===== src/rtl/bbs_pkg.sv =====
// Shared types and constants for the bounded bag store.
// No dependencies; imported by bbs_cell and bounded_bag_store.
`timescale 1ns / 1ps

package bbs_pkg;

    localparam int DEPTH   = 16;
    localparam int VAL_W   = 32;
    localparam int CAP_W   = 5;
    localparam int ENTRY_W = 5;
    localparam int CNT_W   = $clog2(DEPTH + 1);
    localparam int IDX_W   = (DEPTH > 1) ? $clog2(DEPTH) : 1;
    localparam int CMP_W   = (CNT_W > CAP_W) ? CNT_W : CAP_W;

    localparam logic [CAP_W-1:0]        CAP_RESET = CAP_W'(16);
    localparam logic signed [VAL_W-1:0] MISS_MARK = -32'sd24042003;

    typedef enum logic [1:0]
    {
        OP_INSERT = 2'd0,
        OP_CHECK  = 2'd1,
        OP_REMOVE = 2'd2
    } bbs_op_t;

    // Command broadcast to every cell in the row
    typedef struct packed
    {
        logic                    ins;
        logic                    rem;
        logic signed [VAL_W-1:0] value;
        logic [CNT_W-1:0]        count;
    } bbs_cmd_t;

endpackage


===== src/rtl/bounded_bag_store.sv =====
// Bounded bag store: ordered multiset of signed 32-bit entries in a cell row.
// Depends on bbs_pkg and bbs_cell.
// The result word is registered and appears in the cycle after its word is accepted.
// Throughput: one word per cycle while results are taken; the first-match
// chain across all DEPTH cells is combinational.
// Reset: count clears to zero and capacity returns to 16; entries are not
// cleared, only positions below count are ever read.
`timescale 1ns / 1ps

module bounded_bag_store
    import bbs_pkg::*;
(
    input  logic                      clk,
    input  logic                      rst_n,
    input  logic                      cfg_we,
    input  logic [CAP_W-1:0]          cfg_data,
    input  logic                      in_valid,
    output logic                      in_stall,
    input  logic [1:0]                opcode,
    input  logic signed [VAL_W-1:0]   item_value,
    output logic                      out_valid,
    input  logic                      out_stall,
    output logic                      success,
    output logic signed [VAL_W-1:0]   removed_value,
    output logic [ENTRY_W-1:0]        entry_count
);

    logic [CAP_W-1:0]        capacity_reg;
    logic [CNT_W-1:0]        count_reg;
    logic [CNT_W-1:0]        count_next;
    logic                    out_valid_reg;
    logic                    out_valid_next;
    logic                    success_reg;
    logic                    success_next;
    logic signed [VAL_W-1:0] removed_reg;
    logic signed [VAL_W-1:0] removed_next;
    logic [ENTRY_W-1:0]      entry_count_reg;

    logic                    accept;
    logic                    room;
    logic                    found;
    bbs_cmd_t                cmd;

    logic                    found_chain [DEPTH+1];
    logic signed [VAL_W-1:0] cell_value  [DEPTH];

    // Hold the input back only while a finished result is still waiting
    assign in_stall = out_valid_reg && out_stall;
    assign accept   = in_valid && !in_stall;

    // Insert needs space under both the programmed capacity and the row depth
    assign room = (CMP_W'(count_reg) < CMP_W'(capacity_reg))
               && (count_reg < CNT_W'(DEPTH));

    always_comb
    begin
        cmd.ins   = accept && (opcode == OP_INSERT) && room;
        cmd.rem   = accept && (opcode == OP_REMOVE);
        cmd.value = item_value;
        cmd.count = count_reg;
    end

    // Cell row: found ripples from the head, so only the first match and the
    // cells after it shift down on a remove.
    assign found_chain[0] = 1'b0;

    for (genvar k = 0; k < DEPTH; k++)
    begin : g_cell
        logic signed [VAL_W-1:0] right_value;

        if (k == DEPTH - 1)
        begin : g_tail
            assign right_value = '0;
        end
        else
        begin : g_body
            assign right_value = cell_value[k+1];
        end

        bbs_cell u_cell
        (
            .clk         (clk),
            .cmd         (cmd),
            .cell_idx    (IDX_W'(k)),
            .right_value (right_value),
            .found_in    (found_chain[k]),
            .found_out   (found_chain[k+1]),
            .value       (cell_value[k])
        );
    end

    assign found = found_chain[DEPTH];

    // Result decode and count update
    always_comb
    begin
        success_next = 1'b0;
        removed_next = '0;
        count_next   = count_reg;
        unique case (opcode)
            OP_INSERT:
            begin
                success_next = room;
                if (room)
                begin
                    count_next = count_reg + CNT_W'(1);
                end
            end
            OP_CHECK:
            begin
                success_next = found;
            end
            OP_REMOVE:
            begin
                success_next = found;
                removed_next = found ? item_value : MISS_MARK;
                if (found)
                begin
                    count_next = count_reg - CNT_W'(1);
                end
            end
            default:
            begin
                success_next = 1'b0;
            end
        endcase
    end

    always_comb
    begin
        out_valid_next = out_valid_reg;
        if (accept)
        begin
            out_valid_next = 1'b1;
        end
        else if (!out_stall)
        begin
            out_valid_next = 1'b0;
        end
    end

    always_ff @(posedge clk or negedge rst_n)
    begin
        if (!rst_n)
        begin
            capacity_reg  <= CAP_RESET;
            count_reg     <= '0;
            out_valid_reg <= 1'b0;
        end
        else
        begin
            if (cfg_we)
            begin
                capacity_reg <= cfg_data;
            end
            if (accept)
            begin
                count_reg <= count_next;
            end
            out_valid_reg <= out_valid_next;
        end
    end

    // Result payload: load on accept, hold otherwise
    always_ff @(posedge clk)
    begin
        if (accept)
        begin
            success_reg     <= success_next;
            removed_reg     <= removed_next;
            entry_count_reg <= ENTRY_W'(count_next);
        end
    end

    assign out_valid     = out_valid_reg;
    assign success       = success_reg;
    assign removed_value = removed_reg;
    assign entry_count   = entry_count_reg;

    // Checks
    a_count_bound: assert property (@(posedge clk) disable iff (!rst_n)
        count_reg <= CNT_W'(DEPTH))
        else $error("count exceeds row depth");

    a_insert_grows: assert property (@(posedge clk) disable iff (!rst_n)
        cmd.ins |=> count_reg == $past(count_reg) + CNT_W'(1))
        else $error("successful insert did not advance count");

    a_count_reported: assert property (@(posedge clk) disable iff (!rst_n)
        out_valid |-> entry_count == ENTRY_W'(count_reg))
        else $error("reported count differs from stored count");

    a_stall_cause: assert property (@(posedge clk) disable iff (!rst_n)
        in_stall |-> out_valid && out_stall)
        else $error("input stalled without a waiting result");

endmodule


===== src/rtl/bbs_cell.sv =====
// One storage cell of the bag row: holds an entry, compares, shifts down.
// Depends on bbs_pkg.
`timescale 1ns / 1ps

module bbs_cell
    import bbs_pkg::*;
(
    input  logic                    clk,
    input  bbs_cmd_t                cmd,
    input  logic [IDX_W-1:0]        cell_idx,
    input  logic signed [VAL_W-1:0] right_value,
    input  logic                    found_in,
    output logic                    found_out,
    output logic signed [VAL_W-1:0] value
);

    logic signed [VAL_W-1:0] value_reg;
    logic signed [VAL_W-1:0] value_next;
    logic                    occupied;
    logic                    match;

    assign occupied  = CNT_W'(cell_idx) < cmd.count;
    assign match     = occupied && (value_reg == cmd.value);
    assign found_out = found_in | match;
    assign value     = value_reg;

    always_comb
    begin
        value_next = value_reg;
        if (cmd.ins && (cmd.count == CNT_W'(cell_idx)))
        begin
            value_next = cmd.value;
        end
        else if (cmd.rem && found_out)
        begin
            // close the gap: take the neighbour's entry
            value_next = right_value;
        end
    end

    always_ff @(posedge clk)
    begin
        value_reg <= value_next;
    end

endmodule

===== config.mk =====
export PLATFORM = sky130hd
export DESIGN_NAME = bounded_bag_store
export DESIGN_NICKNAME = d
export VERILOG_FILES = /design/src/rtl/bbs_pkg.sv /design/src/rtl/bounded_bag_store.sv /design/src/rtl/bbs_cell.sv
export SDC_FILE = /design/constraint.sdc
export NUM_CORES = 1
export LEC_CHECK = 0
export ABC_AREA = 1
export BUFFER_PORTS_ARGS = -buffer_cell sky130_fd_sc_hd__buf_2
export CORE_MARGIN = 1
export CORE_UTILIZATION = 40
export DETAILED_ROUTE_END_ITERATION = 6
export PLACE_DENSITY = 0.55
export SKIP_LAST_GASP = 1
export SLEW_MARGIN = 20
export SYNTH_ARGS = -nofsm -noshare
export SYNTH_HDL_FRONTEND = slang
export SYNTH_HIERARCHICAL = 1
export SYNTH_SLANG_ARGS = --single-unit

===== constraint.sdc =====
create_clock -name clk -period 12.5 [get_ports clk]
set_clock_uncertainty 0.1 [all_clocks]
set_input_delay 1.25 -clock clk [delete_from_list [all_inputs] [get_ports clk]]
set_output_delay 1.25 -clock clk [all_outputs]
set_load 0.02 [all_outputs]

# After elaboration in Yosys (flattened, before gate mapping)
# Index checks and enable logic that the tools add are counted.
op_classes:
  n_reduce_logical: 75
  n_lt_le_gt_ge: 18
  add_sub_neg: 2
  muxes: 39
  n_bitwise: 15
  n_eq_ne: 34
ops:
  columns: ["operator", "count"]
  rows:
  - ["$mux W32", 33]
  - ["$eq A32 B32 Y1", 16]
  - ["$logic_and A1 B1 Y1", 54]
  - ["$eq A5 B4 Y1 const B", 8]
  - ["$lt A4 B5 Y1 const A", 8]
  - ["$reduce_bool A2 Y1", 16]
  - ["$eq A5 B3 Y1 const B", 4]
  - ["$lt A3 B5 Y1 const A", 4]
  - ["$or A1 B1 Y1", 15]
  - ["$eq A5 B2 Y1 const B", 2]
  - ["$lt A1 B5 Y1 const A", 2]
  - ["$lt A2 B5 Y1 const A", 2]
  - ["$mux W5", 2]
  - ["$pmux W5 S2", 1]
  - ["$add A5 B1 Y5 const B", 1]
  - ["$eq A5 B1 Y1 const B", 1]
  - ["$logic_not A5 Y1", 1]
  - ["$lt A5 B5 Y1", 1]
  - ["$lt A5 B5 Y1 const B", 1]
  - ["$sub A5 B1 Y5 const B", 1]
  - ["$eq A2 B1 Y1 const B", 1]
  - ["$eq A2 B2 Y1 const B", 1]
  - ["$logic_not A2 Y1", 1]
  - ["$mux W1", 2]
  - ["5 further kinds", 5]
word_totals:
  regBits: 561
  output_inout_bits: 40
  elab_cells: 206

# Depth between registers and ports, before layout
depth:
  word_depth: 20
  mapped_depth: 51
  depth_no_buf: 51

# By module
# The synthesis kept the hierarchy.
by_module_without_submodules:
  columns: ["module", "cells_per_inst", "instances", "seq_area_each_um2", "area_each_um2"]
  rows:
  - ["bbs_cell (g_cell[0].u_cell ...)", 292, 15, 960.9, 2210.9]
  - ["bounded_bag_store", 241, 1, 1417.6, 2331.0]
  - ["bbs_cell (g_cell[10].u_cell)", 279, 1, 960.9, 2147.1]

# Worst setup path after synthesis
# OpenSTA, ideal clock, no wires.
synth_timing:
  path_kind: "input -> register"
  from: "input out_stall"
  to: "register g_cell[0].u_cell.value_reg[0] (enable)"
  setup_time_ns: 0.389
  path_stages: 8
  t_arrival_ns: 5.137
  slack_ns: 6.873
  required_time_ns: 12.011
  cell_sequence: "nand2_1 > inv_1 > nor2_2 > inv_1 > nor2_1 > nand3_2 > clkbuf_1 > nand2_1"
synth_lines:
  columns: ["element", "line", "rtl"]
  rows:
  - ["start: declaration", "bounded_bag_store.sv:22", "input logic out_stall,"]
  - ["end signal: assignment", "bbs_cell.sv:43", "value_reg <= value_next;"]
  - ["end: declaration", "bbs_cell.sv:17", "logic signed [VAL_W-1:0] value_reg;"]

==> key figures <==
Timing
  – Fin crit share: 0.4638
  – Max-slew headroom: 0.2569
  – Final min period: 5.797 ns
  – Final Hold Fails: 0
  – RSZ-0062 raised after global routing: no
  – Max Clock Freq: 172.5 MHz
  – Pin slew with the least headroom to its limit: 1.107 ns
  – Max-slew violation count: 0
  – Fin Hold WS: 0.3915 ns
  – Final worst setup slack: 6.703 ns
  – Setup TNS Final: 0 ns
  – # setup viols final: 0

Yosys
  – EDFF count, synth: 550
  – Mean post-synth cell area: 7.682 µm²
  – Yosys cell types: 35
  – Post-synth ARST share: 0.01961
  – Ys flop type: edfxtp_1
  – Mapped cell area: 0.03764 mm²
  – Largest family of logic cells by synthesized area: simple AND/OR/NAND/NOR gates
  – Adder-cell share of the synthesized area: 0.02427
  – Mux cell area share after synthesis: 0.05136
  – Post-Synth Simple-Gate Area: 0.2395
  – Number of synthesized register bits: 561
  – Synth warnings: 6
  – Register area share after synthesis: 0.4461
  – Post-synthesis xor/xnor area fraction: 0.01931
  – Post-synthesis compound-gate area fraction: 0.07632
  – Gate Count Post-Synth: 4900

Placed design
  – Cell Area, Placed: 0.03953 mm²
  – Gpl congestion: 0.8279
  – Placed Cells: 6290
  – Port Buffers: 83
  – DP Wirelength: 68.37 mm
  – Dpl ws: 6.148 ns

Floorplan
  – Die Span Y: 308.8 µm
  – Initial Utilization: 0.4033
  – CORE AREA: 0.09333 mm²
  – Die area: 0.09533 mm²
  – FP Rows: 112
  – Die width: 308.8 µm
  – Ports: 84

Route
  – Via count: 28.74k
  – # DRC: 0
  – Initial drt markers: 1800
  – WL final: 98.07 mm
  – Vias per std cell: 4.480
  – Avg WL per Cell: 15.29 µm
  – Antenna-violating nets left: 0
  – First drt pass iteration count: 5

Setup path
  – WP data required: 12.77 ns
  – Critical Path Start Type: input pin
  – Setup CP Type: input pin to register
  – CP most frequent cell: nand2_1
  – CP Capture Type: register
  – Slowest stage delay, CP: 0.86 ns
  – Family with the most delay on the worst path: simple AND/OR/NAND/NOR gates
  – Maximum fanout along the worst path: 25
  – Worst EP arrival: 6.06 ns
  – WP buf/inv: 18
  – Slowest stage cell, crit path: xnor2_1

CTS
  – Post-CTS Hold Buffers: 0
  – CTS Sinks: 561
  – Clk buf depth: 3
  – Worst-Skew Late Latency: 0.62 ns
  – Post_cts resized: 0
  – CTS Root Cell: clkbuf_16
  – Post-CTS Setup Bufs: 0
  – H-tree levels: 3
  – Cts bufs inserted: 70
  – CTS tree: done
  – Clock transition at path regs: 0.06 ns

Layout
  – Non-filler cells in the finished layout: 6414
  – Fill count: 9547
  – Final Cell Area: 0.04167 mm²
  – Share of layout cells above drive strength 1: 0.1087
  – Layout area overhead: 10.71%
  – Final nets: 5225
  – Max reg flops: 512

Pwr
  – Maximum VDD drop: 0.00009496 V
  – Clk network pwr share: 0.386
  – Static leakage: 22.16 nW
  – Psw: 1.489 mW
  – PwrDens: 120.8 mW/mm²
  – Switching portion of total power: 0.2958
  – Pint: 3.546 mW
  – Combinational fraction of design power: 0.181
  – Flop pwr share: 0.434

Run
  – Max cap viols: 0

Hold path
  – Min-delay worst type: register to register

Global route
  – Largest net degree at the start of global routing: 58
  – Gr ovfl total: 0
  – Initial antenna violation count: 2
  – Tot GR Track Use: 0.2077
  – Vias in the first global route: 27.77k
  – First-pass GRT wire length: 153.1 mm

Status
  – Status: completed
## Yosys cell counts, types with 2 or more instances
library cell,n,share of area
xnor2_1,82,0.019
buf_4,16,0.0032
clkbuf_1,21,0.0021
nand2_1,1953,0.19
inv_2,15,0.0015
buf_2,2,0.00027
conb_1,2,0.00020
o21ai_1,206,0.027
o21ai_2,137,0.032
nand2_2,2,0.00033
nand4_1,23,0.0038
o21ai_0,81,0.011
nor3_2,15,0.0040
buf_6,64,0.019
nor2_2,2,0.00033
a21oi_1,24,0.0032
o22ai_1,16,0.0027
mux2_4,128,0.051
nand3_1,43,0.0057
nor3_1,2,0.00027
edfxtp_1,550,0.44
ha_1,73,0.024
nor2_1,225,0.022
dfrtp_1,10,0.0066
inv_1,1170,0.12
nand3b_1,15,0.0030
nand3_2,15,0.0040
## worst paths after layout
kind,startpoint,slack [ns],depth (start not counted),to
min in group asynchronous,rst_n,0.42,1,count_reg[0]
setup reg to reg,g_cell[0].u_cell/value[18],6.77,45,entry_count[4]
max in group asynchronous,rst_n,11.59,1,capacity_reg[4]
setup / recovery,item_value[18],6.70,46,entry_count[4]
hold reg to reg,out_valid,0.39,2,out_valid
hold / removal,out_valid,0.39,2,out_valid
## metrics by stage
step / utilization / power, mW
after detailed placement: 0.4236 / 3.129
after global placement: 0.4236 / 3.116
after CTS: 0.4465 / 5.090
after global routing: 0.4465 / 5.288
after floorplan: - / 2.819
final: 0.4465 / 5.035
## cell families after synthesis
family,after synthesis
DFF,561
AOI/OAI and AO/OA,466
buffers and inverters,1289
adders and majority gates,73
other,2
muxes,129
xor gates and xnor gates,83
and+or+nand+nor,2297
## layout make-up
cell class | count | area, µm² | area share
timing repair buffer | 145 | 880.8 | 0.02114
tap | 1254 | 1569 | 0.03765
inverter | 1185 | 4448 | 0.1067
sequential | 561 | 16790 | 0.4030
antenna | 1 | 2.502 | 0.00006005
multi-input combinational | 3145 | 15840 | 0.3801
clock inverter | 30 | 206.4 | 0.004954
clock buffer | 93 | 1932 | 0.04636
## power by group through the flow
stage	Sequential, mW	Combinational, mW	Clock [mW]
2_1_floorplan	2.24	0.579	0
3_3_place_gp	2.22	0.893	0
3_5_place_dp	2.22	0.905	0
4_1_cts	2.18	0.910	1.99
5_1_grt	2.19	1.04	2.05
6_report	2.18	0.910	1.94
## tightest hold or removal path: stages (launching register included)
cell     delay [ns]
dfrtp_1        0.34
nand2_1        0.06
nand2_1        0.05
## routing by layer
metal,wire length [µm],global-route usage,vias up
met1,44570,0.2610,12980
met3,2887,0.02494,148
met2,47460,0.3671,386
met5,0,0,-
li1,-,-,15220
met4,3151,0.07011,0
## cells in the final DEF (no fill, tap or decap), drive strengths merged
cell type  instances
a21o               1
a21oi             25
buf              145
bufinv             2
clkbuf            93
clkinv            23
clkinvlp           1
conb              97
dfrtp             10
dfstp              1
diode              1
edfxtp           550
ha                73
inv             1189
mux2             129
nand2           1955
nand3             58
nand3b            16
nand4             23
nor2             228
nor3              17
o21ai            424
o22ai             16
xnor2             82
xor2               1
(Power assumes the default switching activity.)
